==> config.mk <==
export PLATFORM = sky130hd
export DESIGN_NAME = pixel_format_string_parser
export DESIGN_NICKNAME = d
export VERILOG_FILES = /design/src/rtl/pfsp_pkg.sv /design/src/rtl/pfsp_front.sv /design/src/rtl/pfsp_queue.sv /design/src/rtl/pfsp_back.sv /design/src/rtl/pixel_format_string_parser.sv
export SDC_FILE = /design/constraint.sdc
export NUM_CORES = 1
export LEC_CHECK = 0
export BUFFER_PORTS_ARGS = -buffer_cell sky130_fd_sc_hd__buf_4
export CAP_MARGIN = 25
export CORE_ASPECT_RATIO = 0.7
export CORE_MARGIN = 5
export CORE_UTILIZATION = 45
export CTS_CLUSTER_SIZE = 14
export DETAILED_ROUTE_END_ITERATION = 10
export SLEW_MARGIN = 20
export SYNTH_ARGS = -nofsm -noshare
export SYNTH_HDL_FRONTEND = slang
export SYNTH_SLANG_ARGS = --single-unit
export TNS_END_PERCENT = 10
==> constraint.sdc <==
create_clock -name clk -period 3.7 [get_ports clk]
set_input_delay 0.555 -clock clk [delete_from_list [all_inputs] [get_ports clk]]
set_output_delay 0.555 -clock clk [all_outputs]
set_load 0.02 [all_outputs]
==> src/rtl/pfsp_pkg.sv <==
// ----------------------------------------------------------------------------
// pfsp_pkg
// Shared types and character constants for the pixel-format name parser.
// ----------------------------------------------------------------------------
package pfsp_pkg;

  // Character codes (lower case after folding)
  localparam logic [7:0] CH_NUL = 8'h00;
  localparam logic [7:0] CH_UA  = 8'h41;  // 'A'
  localparam logic [7:0] CH_UZ  = 8'h5A;  // 'Z'
  localparam logic [7:0] CH_R   = 8'h72;
  localparam logic [7:0] CH_G   = 8'h67;
  localparam logic [7:0] CH_B   = 8'h62;
  localparam logic [7:0] CH_A   = 8'h61;
  localparam logic [7:0] CH_L   = 8'h6C;
  localparam logic [7:0] CH_D   = 8'h64;
  localparam logic [7:0] CH_0   = 8'h30;
  localparam logic [7:0] CH_1   = 8'h31;
  localparam logic [7:0] CH_2   = 8'h32;
  localparam logic [7:0] CH_3   = 8'h33;
  localparam logic [7:0] CH_6   = 8'h36;
  localparam logic [7:0] CH_9   = 8'h39;
  localparam logic [7:0] CASE_OFFSET = 8'h20;

  // Status codes
  localparam logic [2:0] ST_OK        = 3'd0;
  localparam logic [2:0] ST_NO_LETTER = 3'd1;
  localparam logic [2:0] ST_NO_DIGIT  = 3'd2;
  localparam logic [2:0] ST_TRAILING  = 3'd3;
  localparam logic [2:0] ST_MISMATCH  = 3'd4;

  // Token queue between front and back
  localparam int Q_DEPTH = 4;
  localparam int Q_AW    = 2;

  typedef enum logic [1:0] {
    PH_LETTERS = 2'd0,
    PH_SIZES   = 2'd1,
    PH_ERROR   = 2'd2
  } phase_t;

  typedef enum logic [1:0] {
    PEND_NONE  = 2'd0,
    PEND_ONE   = 2'd1,
    PEND_THREE = 2'd2
  } pend_t;

  // Classified character
  typedef struct packed {
    logic [7:0] c;      // folded character
    logic       term;   // name terminator
    logic       chan;   // channel letter
    logic       digit;  // decimal digit
  } tok_t;

endpackage

==> src/rtl/pfsp_front.sv <==
// ----------------------------------------------------------------------------
// pfsp_front
// Folds one character to lower case and classifies it into a token.
// ----------------------------------------------------------------------------
module pfsp_front (
  input  logic [7:0]     ch,
  output pfsp_pkg::tok_t tok
);
  import pfsp_pkg::*;

  logic [7:0] folded;

  // fold ASCII upper case only; other bytes pass untouched
  always_comb begin
    if (ch >= CH_UA && ch <= CH_UZ) begin
      folded = ch + CASE_OFFSET;
    end else begin
      folded = ch;
    end
  end

  always_comb begin
    tok.c     = folded;
    tok.term  = (folded == CH_NUL);
    tok.chan  = (folded == CH_R) || (folded == CH_G) || (folded == CH_B) ||
                (folded == CH_A) || (folded == CH_L) || (folded == CH_D);
    tok.digit = (folded >= CH_0) && (folded <= CH_9);
  end

endmodule

==> src/rtl/pfsp_queue.sv <==
// ----------------------------------------------------------------------------
// pfsp_queue
// Short token queue that decouples the classifier from the parser.
// ----------------------------------------------------------------------------
module pfsp_queue (
  input  logic           clk,
  input  logic           rst,
  input  logic           wr_en,
  input  pfsp_pkg::tok_t wr_tok,
  output logic           full,
  input  logic           rd_en,
  output pfsp_pkg::tok_t rd_tok,
  output logic           avail
);
  import pfsp_pkg::*;

  tok_t            slots [Q_DEPTH];
  logic [Q_AW-1:0] wr_ptr;
  logic [Q_AW-1:0] rd_ptr;
  logic [Q_AW:0]   count;

  assign full   = (count == (Q_AW+1)'(Q_DEPTH));
  assign avail  = (count != '0);
  assign rd_tok = slots[rd_ptr];

  always_ff @(posedge clk) begin
    if (wr_en) begin
      slots[wr_ptr] <= wr_tok;
    end
  end

  always_ff @(posedge clk) begin
    if (rst) begin
      wr_ptr <= '0;
      rd_ptr <= '0;
      count  <= '0;
    end else begin
      if (wr_en) begin
        wr_ptr <= wr_ptr + 1'b1;
      end
      if (rd_en) begin
        rd_ptr <= rd_ptr + 1'b1;
      end
      case ({wr_en, rd_en})
        2'b10:   count <= count + 1'b1;
        2'b01:   count <= count - 1'b1;
        default: count <= count;
      endcase
    end
  end

endmodule

==> src/rtl/pfsp_back.sv <==
// ----------------------------------------------------------------------------
// pfsp_back
// Parses the token stream and holds the finished code in an output register.
// ----------------------------------------------------------------------------
module pfsp_back #(
  parameter int MAX_CHANNELS = 4
) (
  input  logic           clk,
  input  logic           rst,
  input  logic           tok_avail,
  input  pfsp_pkg::tok_t tok,
  output logic           tok_take,
  output logic           res_valid,
  input  logic           res_pop,
  output logic [63:0]    res_type,
  output logic [2:0]     res_status
);
  import pfsp_pkg::*;

  localparam logic [2:0] MaxCh = 3'(MAX_CHANNELS);

  phase_t      phase, phase_next;
  pend_t       pend, pend_next;
  logic [2:0]  letter_count, letter_count_next;
  logic [2:0]  size_count, size_count_next;
  logic [63:0] code_acc, code_acc_next;
  logic [2:0]  first_error, first_error_next;
  logic [63:0] emit_type;
  logic [2:0]  emit_status;
  logic        size_step;
  logic        used;
  logic        emit;

  // a terminator needs a free output slot; other words always flow
  assign tok_take = tok_avail && (!tok.term || !res_valid || res_pop);
  assign emit     = tok_take && tok.term;

  always_comb begin
    phase_next        = phase;
    pend_next         = pend;
    letter_count_next = letter_count;
    size_count_next   = size_count;
    code_acc_next     = code_acc;
    first_error_next  = first_error;
    size_step         = 1'b0;
    used              = 1'b0;
    emit_type         = '0;
    emit_status       = ST_OK;

    if (tok_take) begin
      case (phase)
        PH_LETTERS: begin
          if (!tok.term && tok.chan && letter_count < MaxCh) begin
            code_acc_next[{1'b0, letter_count[1:0], 3'b000} +: 8] = tok.c;
            letter_count_next = letter_count + 1'b1;
          end else if (letter_count == '0) begin
            if (first_error_next == ST_OK) first_error_next = ST_NO_LETTER;
            phase_next = PH_ERROR;
          end else if (tok.digit) begin
            phase_next = PH_SIZES;
            size_step  = 1'b1;
          end else begin
            if (first_error_next == ST_OK) first_error_next = ST_NO_DIGIT;
            phase_next = PH_ERROR;
          end
        end
        PH_SIZES: begin
          // resolve a held digit against this character
          case (pend)
            PEND_ONE: begin
              if (tok.c == CH_0 || tok.c == CH_1 || tok.c == CH_2 || tok.c == CH_6) begin
                code_acc_next[{1'b1, size_count_next[1:0], 3'b000} +: 8] =
                  8'd10 + {4'b0000, tok.c[3:0]};
                used = 1'b1;
              end else begin
                code_acc_next[{1'b1, size_count_next[1:0], 3'b000} +: 8] = 8'd1;
              end
              size_count_next = size_count_next + 1'b1;
            end
            PEND_THREE: begin
              if (tok.c == CH_2) begin
                code_acc_next[{1'b1, size_count_next[1:0], 3'b000} +: 8] = 8'd32;
                used = 1'b1;
              end else begin
                code_acc_next[{1'b1, size_count_next[1:0], 3'b000} +: 8] = 8'd3;
              end
              size_count_next = size_count_next + 1'b1;
            end
            default: begin
            end
          endcase
          pend_next = PEND_NONE;
          size_step = !used && !tok.term;
        end
        default: begin
        end
      endcase

      // one size character with nothing held
      if (size_step) begin
        if (size_count_next >= MaxCh || !tok.digit) begin
          if (first_error_next == ST_OK) first_error_next = ST_TRAILING;
          phase_next = PH_ERROR;
        end else if (tok.c == CH_1) begin
          pend_next = PEND_ONE;
        end else if (tok.c == CH_3) begin
          pend_next = PEND_THREE;
        end else begin
          code_acc_next[{1'b1, size_count_next[1:0], 3'b000} +: 8] =
            {4'b0000, tok.c[3:0]};
          size_count_next = size_count_next + 1'b1;
        end
      end

      // end of name: report, then start over
      if (tok.term) begin
        if (first_error_next == ST_OK && letter_count_next != size_count_next) begin
          first_error_next = ST_MISMATCH;
        end
        emit_status       = first_error_next;
        emit_type         = (first_error_next == ST_OK) ? code_acc_next : '0;
        phase_next        = PH_LETTERS;
        pend_next         = PEND_NONE;
        letter_count_next = '0;
        size_count_next   = '0;
        code_acc_next     = '0;
        first_error_next  = ST_OK;
      end
    end
  end

  always_ff @(posedge clk) begin
    if (rst) begin
      phase        <= PH_LETTERS;
      pend         <= PEND_NONE;
      letter_count <= '0;
      size_count   <= '0;
      code_acc     <= '0;
      first_error  <= ST_OK;
      res_valid    <= 1'b0;
    end else begin
      phase        <= phase_next;
      pend         <= pend_next;
      letter_count <= letter_count_next;
      size_count   <= size_count_next;
      code_acc     <= code_acc_next;
      first_error  <= first_error_next;
      if (emit) begin
        res_valid <= 1'b1;
      end else if (res_pop) begin
        res_valid <= 1'b0;
      end
    end
  end

  always_ff @(posedge clk) begin
    if (emit) begin
      res_type   <= emit_type;
      res_status <= emit_status;
    end
  end

  a_letters_bound: assert property (@(posedge clk) disable iff (rst)
    letter_count <= MaxCh) else $error("letter count past channel limit");

  a_sizes_bound: assert property (@(posedge clk) disable iff (rst)
    size_count <= MaxCh) else $error("size count past channel limit");

  a_pend_in_sizes: assert property (@(posedge clk) disable iff (rst)
    pend != PEND_NONE |-> phase == PH_SIZES) else $error("held digit outside sizes");

  a_error_recorded: assert property (@(posedge clk) disable iff (rst)
    phase == PH_ERROR |-> first_error != ST_OK) else $error("error phase without code");

  a_error_zero_code: assert property (@(posedge clk) disable iff (rst)
    res_valid && res_status != ST_OK |-> res_type == '0)
    else $error("nonzero code on error");

  a_emit_resets: assert property (@(posedge clk) disable iff (rst)
    emit |=> phase == PH_LETTERS && letter_count == '0 && code_acc == '0)
    else $error("state not cleared after terminator");

endmodule

==> src/rtl/pixel_format_string_parser.sv <==
// ----------------------------------------------------------------------------
// pixel_format_string_parser
// Parses a pixel-format name one character per word into a 64-bit code.
// ----------------------------------------------------------------------------
// Throughput: one character word per cycle, sustained, including terminators
//   as long as results are popped as they appear.
// Result: a terminator shows its result (empty low) once the parser takes
//   it from the token queue and loads the output register. A result left
//   unpopped holds the next terminator.
// Reset: synchronous rst empties the queue and output and returns the parser
//   to reading channel letters with a zero code and no error.
module pixel_format_string_parser #(
  parameter int MAX_CHANNELS = 4
) (
  input  logic        clk,
  input  logic        rst,
  input  logic        push,
  output logic        full,
  input  logic [7:0]  ch,
  output logic        empty,
  input  logic        pop,
  output logic [63:0] pixel_type,
  output logic [2:0]  status
);
  import pfsp_pkg::*;

  tok_t in_tok;
  tok_t q_tok;
  logic q_avail;
  logic q_take;
  logic res_valid;

  // Front: fold case and classify the incoming character.
  pfsp_front u_front (
    .ch  (ch),
    .tok (in_tok)
  );

  // Queue: absorb words while the parser waits on a full output.
  pfsp_queue u_queue (
    .clk    (clk),
    .rst    (rst),
    .wr_en  (push && !full),
    .wr_tok (in_tok),
    .full   (full),
    .rd_en  (q_take),
    .rd_tok (q_tok),
    .avail  (q_avail)
  );

  // Back: run the name grammar and hold the finished code until popped.
  pfsp_back #(
    .MAX_CHANNELS (MAX_CHANNELS)
  ) u_back (
    .clk        (clk),
    .rst        (rst),
    .tok_avail  (q_avail),
    .tok        (q_tok),
    .tok_take   (q_take),
    .res_valid  (res_valid),
    .res_pop    (pop),
    .res_type   (pixel_type),
    .res_status (status)
  );

  assign empty = !res_valid;

endmodule

* After elaboration in Yosys (flattened, before gate mapping)
Memory sizes are Yosys's and may differ from the RTL's. A register that Yosys moved wholly into a read port is not among the register bits. Cells that the tools add are included.
Operators by class: add/sub/neg operators 12, multipliers 0, div/mod/pow operators 0, $lt $le $gt $ge 6, eq/ne operators 18, shift operators 9, mux-type cells 76, bitwise logic cells 0, reduce and logical (&&, ||, !) cells 38
Operators by type and width (number):
- $mux W64 | 9
- $bwmux W64 | 6
- $pmux W64 S2 | 2
- $shift A8 B8 Y64 const A | 3
- $shiftx A8 B8 Y64 | 3
- $shiftx A8 B8 Y64 const A | 3
- $mux W3 | 28
- $eq A8 B7 Y1 const B | 6
- $eq A8 B6 Y1 const B | 5
- $mux W2 | 15
- $neg A6 Y8 | 2
- $logic_not A3 Y1 | 5
- $add A3 B1 Y3 const B | 4
- $mux W1 | 12
- $logic_or A1 B1 Y1 | 11
- $logic_and A1 B1 Y1 | 9
- $add A8 B6 Y8 const B | 1
- $ge A8 B6 Y1 const B | 1
- $ge A8 B7 Y1 const B | 1
- $le A8 B6 Y1 const B | 1
- $le A8 B7 Y1 const B | 1
- $logic_not A8 Y1 | 1
- $mux W8 | 1
- $neg A5 Y8 | 1
- 18 further kinds | 28
Word-level totals: register bits after elaboration 152, bits in latches 0, RAM bits 44, ROM bits 0, bits of input ports 12, output and inout port bits 69, memories kept 1
Memory list:
- u_queue.slots | words 4, bits a word 11, read ports 1, clocked after Yosys merged registers in 1, wr ports 1, RTL line pfsp_queue.sv:17 | tok_t slots [Q_DEPTH];

* Logic depth before layout (Yosys ltp)
Gate-level depths: netlist of the first run.
depth after elaboration 21, depth in mapped cells 14, mapped depth without buffers 13

* Modules after synthesis
From an unflattened synthesis of the first run, not the netlist that was laid out.
Second synthesis, totals: cells, all modules 1047, area, all modules 10615.2 um2
Modules (own cells, without submodules):
- pfsp_back | times used 1, cells each 916, area each 8339.2 um2, seq. area each 3573.4 um2
- pfsp_queue | times used 1, cells each 100, area each 2015.7 um2, seq. area each 1501.4 um2
- pfsp_front | times used 1, cells each 29, area each 242.7 um2, seq. area each 0.0 um2
- pixel_format_string_parser | times used 1, cells each 2, area each 17.5 um2, seq. area each 0.0 um2

* Least setup slack after synthesis of the first run
OpenSTA, ideal clock, no wires.
kind register to register, start register (tool-made name), end register u_back.res_type[62] (data pin), arrival 3.864 ns, required time 3.524 ns, setup slack -0.340 ns, cell stages (with the launch flop) 10, buffers on the path 3, period minus slack after synthesis 4.040 ns, cell sequence dfxtp_1 > buf_6 > buf_4 > mux4_2 > inv_1 > or2_2 > inv_1 > nand3_1 > clkbuf_1 > nor4_1
RTL lines:
- end signal: assignment | RTL line pfsp_back.sv:158 | res_type <= emit_type;
- end: declaration | RTL line pfsp_back.sv:15 | output logic [63:0] res_type,

==> metrics.md, run 1 <==
| Metric | Value |
|---|---|
| Final Util | 0.5331 |
| Sink Count | 198 |
| DR vias | 9677 |
| Post-route cell area | 12540 µm² |
| H-tree depth | 4 |
| Clock root buffer | clkbuf_16 |
| Slew @ Worst Pin | 1070 ps |
| Port Buf Inserts | 80 |
| Cell taking the most area after synthesis | edfxtp_1 |
| Pre-antenna DRT Iters | 7 |
| Core area | 23520 µm² |
| Residual DRC | 0 |
| RSZ-0062 raised after global routing | no |
| Num rows | 47 |
| Avg Synthesized Cell Area | 9.464 µm² |
| Commonest non-fill, non-tap cell in the layout | buf_4 |
| Die Height | 139.1 µm |
| Routed Antenna Nets | 0 |
| Filler Cell Count | 2160 |
| First-pass GRT wire length | 56470 µm |
| Vias per inst | 6.247 |
| Final Skew | 11.75 ps |
| Vias in the first global route | 8938 |
| Yosys top cell area share | 0.3111 |
| Share of synthesized registers carrying an async set or reset | 0 |
| Final nets | 1261 |
| Flops & latches, synth | 198 |
| Initial antenna violation count | 0 |
| Max Cap Viol | 0 |
| Worst setup margin | 173.2 ps |
| Mapped Area | 10710 µm² |
| Layout cell share with drive strength beyond 1 | 0.1771 |
| HPWL after DPL | 27390 µm |
| Avg WL per Cell | 24.41 µm |
| Status | complete, no violations |
| RD Place Congestion | 0.9989 |
| Die W | 194.4 µm |
| Worst hold path class | in2reg |
| Prevailing post-synth register cell | edfxtp_1 |
| Clk Latency, worst-skew pair | 450 ps |
| Pins Over Slew Limit | 0 |
| Routed WL | 37810 µm |
| Largest net degree at the start of global routing | 71 |
| Die area | 27040 µm² |
| Kind of critical path | reg2reg |
| Crit-path max FO | 65 |
| Fmax | 0.2835 GHz |
| Hold WS | 357.5 ps |
| CTS clk-pin slew, worst paths | 70 ps |
| CTS Buf Count | 17 |
| Total global routing overflow | 0 |
| Relative slew slack | 0.2866 |
| Setup crit end kind | flop |
| Final Hold Fails | 0 |
| Cells after Synth | 1132 |
| Area growth syn-to-layout | 17.05% |
| Minimum clock period | 3527 ps |
| Crit path DAT | 3760 ps |
| Pleak | 4.296 nW |
| Final period utilization | 0.9532 |
| Worst vdd ir | 0.0004708 V |
| Place WS | 166.0 ps |
| Seq/Total Area, Yosys | 0.4737 |
| Most frequent cells in the layout | buf_4 (139), nand2_1 (115), edfxtp_1 (111), dfxtp_1 (87), nor2_1 (78) |
| GRT Total Usage | 0.2728 |
| Pwr Density | 711.1 nW/µm² |
| Post-synth EDFFs | 111 |
| Placed cell area | 11930 µm² |
| Inserted Diodes | 0 |
| Initial DRC Count | 1263 |
| Hold Path Origin | ch[0] |
| Distinct cell type count after synthesis | 80 |
| CTS tree | done |
| Setup_tns | 0 ps |
| Clk buf depth | 2 |
| CP Data Required Time | 3930 ps |
| I/O pins | 81 |
| Synth top area cells | edfxtp_1 (31%), dfxtp_1 (16%), nand2_1 (4.0%) |
| Initial core utilization | 0.4554 |
| Final setup violation count | 0 |
| YS warnings | 0 |
| Synth Net Count | 1175 |
| Worst setup SP type | flop |
| Post-CTS Hold Buffers | 0 |
## synth_stat cells, drive strengths merged (20+ instances only)
library cell  count
a22oi            20
inv              42
nor3             71
nand2           116
clkbuf           60
ha               30
a21oi            59
dfxtp            87
edfxtp          111
o21ai            83
nand3            55
nor2             81
## critical path, cell delays in order (launching register included)
cell and delay, ps:
dfxtp_1 400, buf_12 190, mux4_2 550, and3b_2 320, nand3_4 130, o311a_4 350, a21o_1 260, a211oi_2 320
o22ai_4 120, buf_12 210, nor4b_1 390
## layout make-up
cell class | instances | area, µm² | share of cell area
multi-input cells | 815 | 5176 | 0.4128
flip-flops and latches | 198 | 5075 | 0.4047
repair buffers | 143 | 1124 | 0.08960
clock buffers | 25 | 506.7 | 0.04041
well taps | 318 | 397.9 | 0.03173
inverters | 43 | 165.2 | 0.01317
clock inverters | 7 | 95.09 | 0.007583
## sequential cells by signal, summed over array words and instances (netlist names), named ones only
register,cells
u_queue.count,3
u_back.first_error,3
u_queue.wr_ptr,2
u_back.res_valid,1
u_back.code_acc,64
u_back.phase,2
u_back.pend,2
u_back.res_type,64
u_back.res_status,3
u_queue.slots,44
u_queue.rd_ptr,2
u_back.size_count,3
u_back.letter_count,3
## per-stage QoR
step	std cells	power [mW]
final	1549	8.917
after global routing	1549	9.291
after CTS	1549	8.875
after detailed placement	1517	6.954
after global placement	1517	6.945
after floorplan	1132	5.279
## where the power goes
group / switching, mW / internal, mW
registers: 0.155 / 2.78
logic: 2.86 / 1.21
clock network: 0.820 / 1.09
## repair_timing
| action | 4_1_cts | 5_1_grt |
|---|---|---|
| setup endpoints to repair | 0 | 2 |
| resized for setup | 0 | 2 |
| buffers inserted | 0 | 0 |
## per-layer routing
metal  up-vias  GRT usage  routed length, µm  share of wire
met2       606     0.3438              13990           0.37
met4         2    0.07138                802          0.021
li1       4375          -                  -              -
met5         -    0.01587                 57         0.0015
met1      4638     0.4287              18020           0.48
met3        56     0.1013               4935           0.13
## cells by family after synthesis
logic type | synth area share
compound gates | 0.1739
xor+xnor | 0.01063
fa+ha+maj | 0.03691
buf+inv | 0.04555
flops | 0.4737
mux | 0.04870
simple gates | 0.2106
## worst paths after layout
path                                       end  slack, ps  depth (start not counted)
max          u_back.res_type[39]$_SDFFCE_PN0P_        170                         10
min              u_queue.slots[2][3]$_DFFE_PP_        360                          1
max reg2reg  u_back.res_type[39]$_SDFFCE_PN0P_        170                         10
min reg2reg   u_back.code_acc[62]$_SDFFE_PP0P_        440                          2
(Power assumes the default switching activity.)
==> inputs of run 2 (changes only) <==
CELL_PAD_IN_SITES_DETAIL_PLACEMENT = 1   (was not set)
CELL_PAD_IN_SITES_GLOBAL_PLACEMENT = 2   (was not set)
CORE_UTILIZATION = 24   (was 45)
PLACE_DENSITY_LB_ADDON = 0.1   (was not set)
==> run 2 against run 1 <==
  * Total power grew 4.2%
  * Critical endpoint is now u_back.res_type[8]$_SDFFCE_PN0P_
  * Die area increased by 81%
  * Global-route usage fell by 8.6 points
  * Maximum frequency rose by 0.21%
==> metrics.md, run 2 (synthesis gave the netlist of run 1 again) <==
| Metric | Value |
|---|---|
| Status | complete, no violations |
| HPWL after DPL | 34460 µm |
| CTS tree | done |
| CP Data Required Time | 3920 ps |
| Final nets | 1290 |
| Core area | 43880 µm² |
| Sink Count | 198 |
| CP max stage delay | 630 ps |
| Worst hold path class | in2reg |
| Routed WL | 46360 µm |
| Layout cell share with drive strength beyond 1 | 0.2000 |
| Avg WL per Cell | 24.99 µm |
| Clock root buffer | clkbuf_16 |
| Clk Latency, worst-skew pair | 480 ps |
| Port Buf Inserts | 80 |
| CTS Buf Count | 17 |
| Slew @ Worst Pin | 885.6 ps |
| RD Place Congestion | 0.9244 |
| Most frequent cells in the layout | buf_4 (166), nand2_1 (115), edfxtp_1 (111), dfxtp_1 (87), nor2_1 (76) |
| Minimum clock period | 3519 ps |
| Finished Layout Cells | 1855 |
| Pleak | 4.442 nW |
| Worst vdd ir | 0.0003931 V |
| Die area | 49030 µm² |
| Initial DRC Count | 723 |
| Crit-path max FO | 6 |
| Total global routing overflow | 0 |
| Final setup violation count | 0 |
| GRT Total Usage | 0.1865 |
| Initial core utilization | 0.2441 |
| Final period utilization | 0.9512 |
| Largest net degree at the start of global routing | 71 |
| Residual DRC | 0 |
| Power consumption | 9.290 mW |
| Area growth syn-to-layout | 22.56% |
| CTS clk-pin slew, worst paths | 80 ps |
| Crit path DAT | 3740 ps |
| Setup crit end kind | flop |
| H-tree depth | 4 |
| Cell Chain, Critical Path | buf_4, mux2i_1, mux2_2, inv_2, buf_4, or4_1, o21ai_1, o21ai_0, a222oi_1, mux2i_1, nor3b_1 |
| Pwr Density | 707.5 nW/µm² |
| Vias in the first global route | 9431 |
| Final Skew | 16.44 ps |
| Final Hold Fails | 0 |
| Initial antenna violation count | 5 |
| DR vias | 9536 |
| Worst setup SP type | flop |
| Routed Antenna Nets | 0 |
| Pre-antenna DRT Iters | 5 |
| Kind of critical path | reg2reg |
| Relative slew slack | 0.4074 |
| I/O pins | 81 |
| Num rows | 64 |
| Fmax | 0.2841 GHz |
| Max Cap Viol | 0 |
| Die W | 262.5 µm |
| CP max-delay cell | or4_1 |
| Top Registers | u_back.code_acc: 64 flops, u_back.res_type: 64 flops, u_queue.slots: 44 flops |
| Filler Cell Count | 5082 |
| Vias per inst | 5.141 |
| Commonest non-fill, non-tap cell in the layout | buf_4 |
| Pins Over Slew Limit | 0 |
| Die Height | 186.8 µm |
| Clk buf depth | 2 |
| Placed Instances | 1822 |
| First-pass GRT wire length | 68410 µm |
## run 2: final timing paths
check                                        start                               end  slack [ps]  cells past startpoint
hold reg to reg   u_back.code_acc[46]$_SDFFE_PP0P_  u_back.code_acc[46]$_SDFFE_PP0P_         450                      2
setup reg to reg                              flop  u_back.res_type[8]$_SDFFCE_PN0P_         180                     11
setup / recovery                              flop  u_back.res_type[8]$_SDFFCE_PN0P_         180                     11
hold / removal                               ch[0]     u_queue.slots[0][3]$_DFFE_PP_         320                      1
## run 2: per-layer routing
metal	up-vias	part of all wire	global-route usage
met5	-	0	0
met4	0	0.0085	0.03176
met3	17	0.059	0.04055
met2	249	0.38	0.2440
met1	4843	0.55	0.3087
li1	4427	-	-
## run 2: what timing repair did
item | in CTS | in global routing
buffers inserted | 0 | 0
hold buffers | 0 | 0
endpoints found under the setup margin | 0 | 15
resized for setup | 0 | 8
## run 2: area by class of cell
class	instances	area (µm²)	area share
Multi-Input combinational cell	815	5192	0.3955
Clock buffer	22	464.2	0.03535
Timing Repair Buffer	172	1366	0.1041
Inverter	43	165.2	0.01258
Antenna cell	1	2.502	0.0001906
Clock inverter	10	121.4	0.009243
Tap cell	594	743.2	0.05660
Sequential cell	198	5075	0.3865
## run 2: through the flow
| stage | TNS, ps | area, µm² | hold slack [ps] | util | setup WS (ps) |
|---|---|---|---|---|---|
| after CTS | 0 | 13110 | 290.7 | 0.2987 | 9.244 |
| after floorplan | 0 | 10720 | 424.2 | - | 145.7 |
| final | 0 | 13130 | 318.3 | 0.2992 | 180.6 |
| after global routing | -0.4139 | 13130 | 297.7 | 0.2992 | -0.4139 |
| after detailed placement | 0 | 12520 | 443.6 | 0.2854 | 37.71 |
| after global placement | 0 | 12520 | 437.4 | 0.2854 | 37.94 |
## run 2: critical path: cells and delay by family, from the launching register on
family	cells	cell delay, ps
DFF	1	490
buffers and inverters	3	430
and+or+nand+nor	2	800
AOI/OAI and AO/OA	3	1020
muxes	3	550
## run 2: report_power, final
part / leakage [nW] / total [mW] / switching (mW) / internal, mW
clock network: 0.285 / 1.95 / 0.912 / 1.04
logic: 2.40 / 4.40 / 3.11 / 1.29
registers: 1.75 / 2.95 / 0.164 / 2.78
total: 4.44 / 9.29 / 4.18 / 5.11
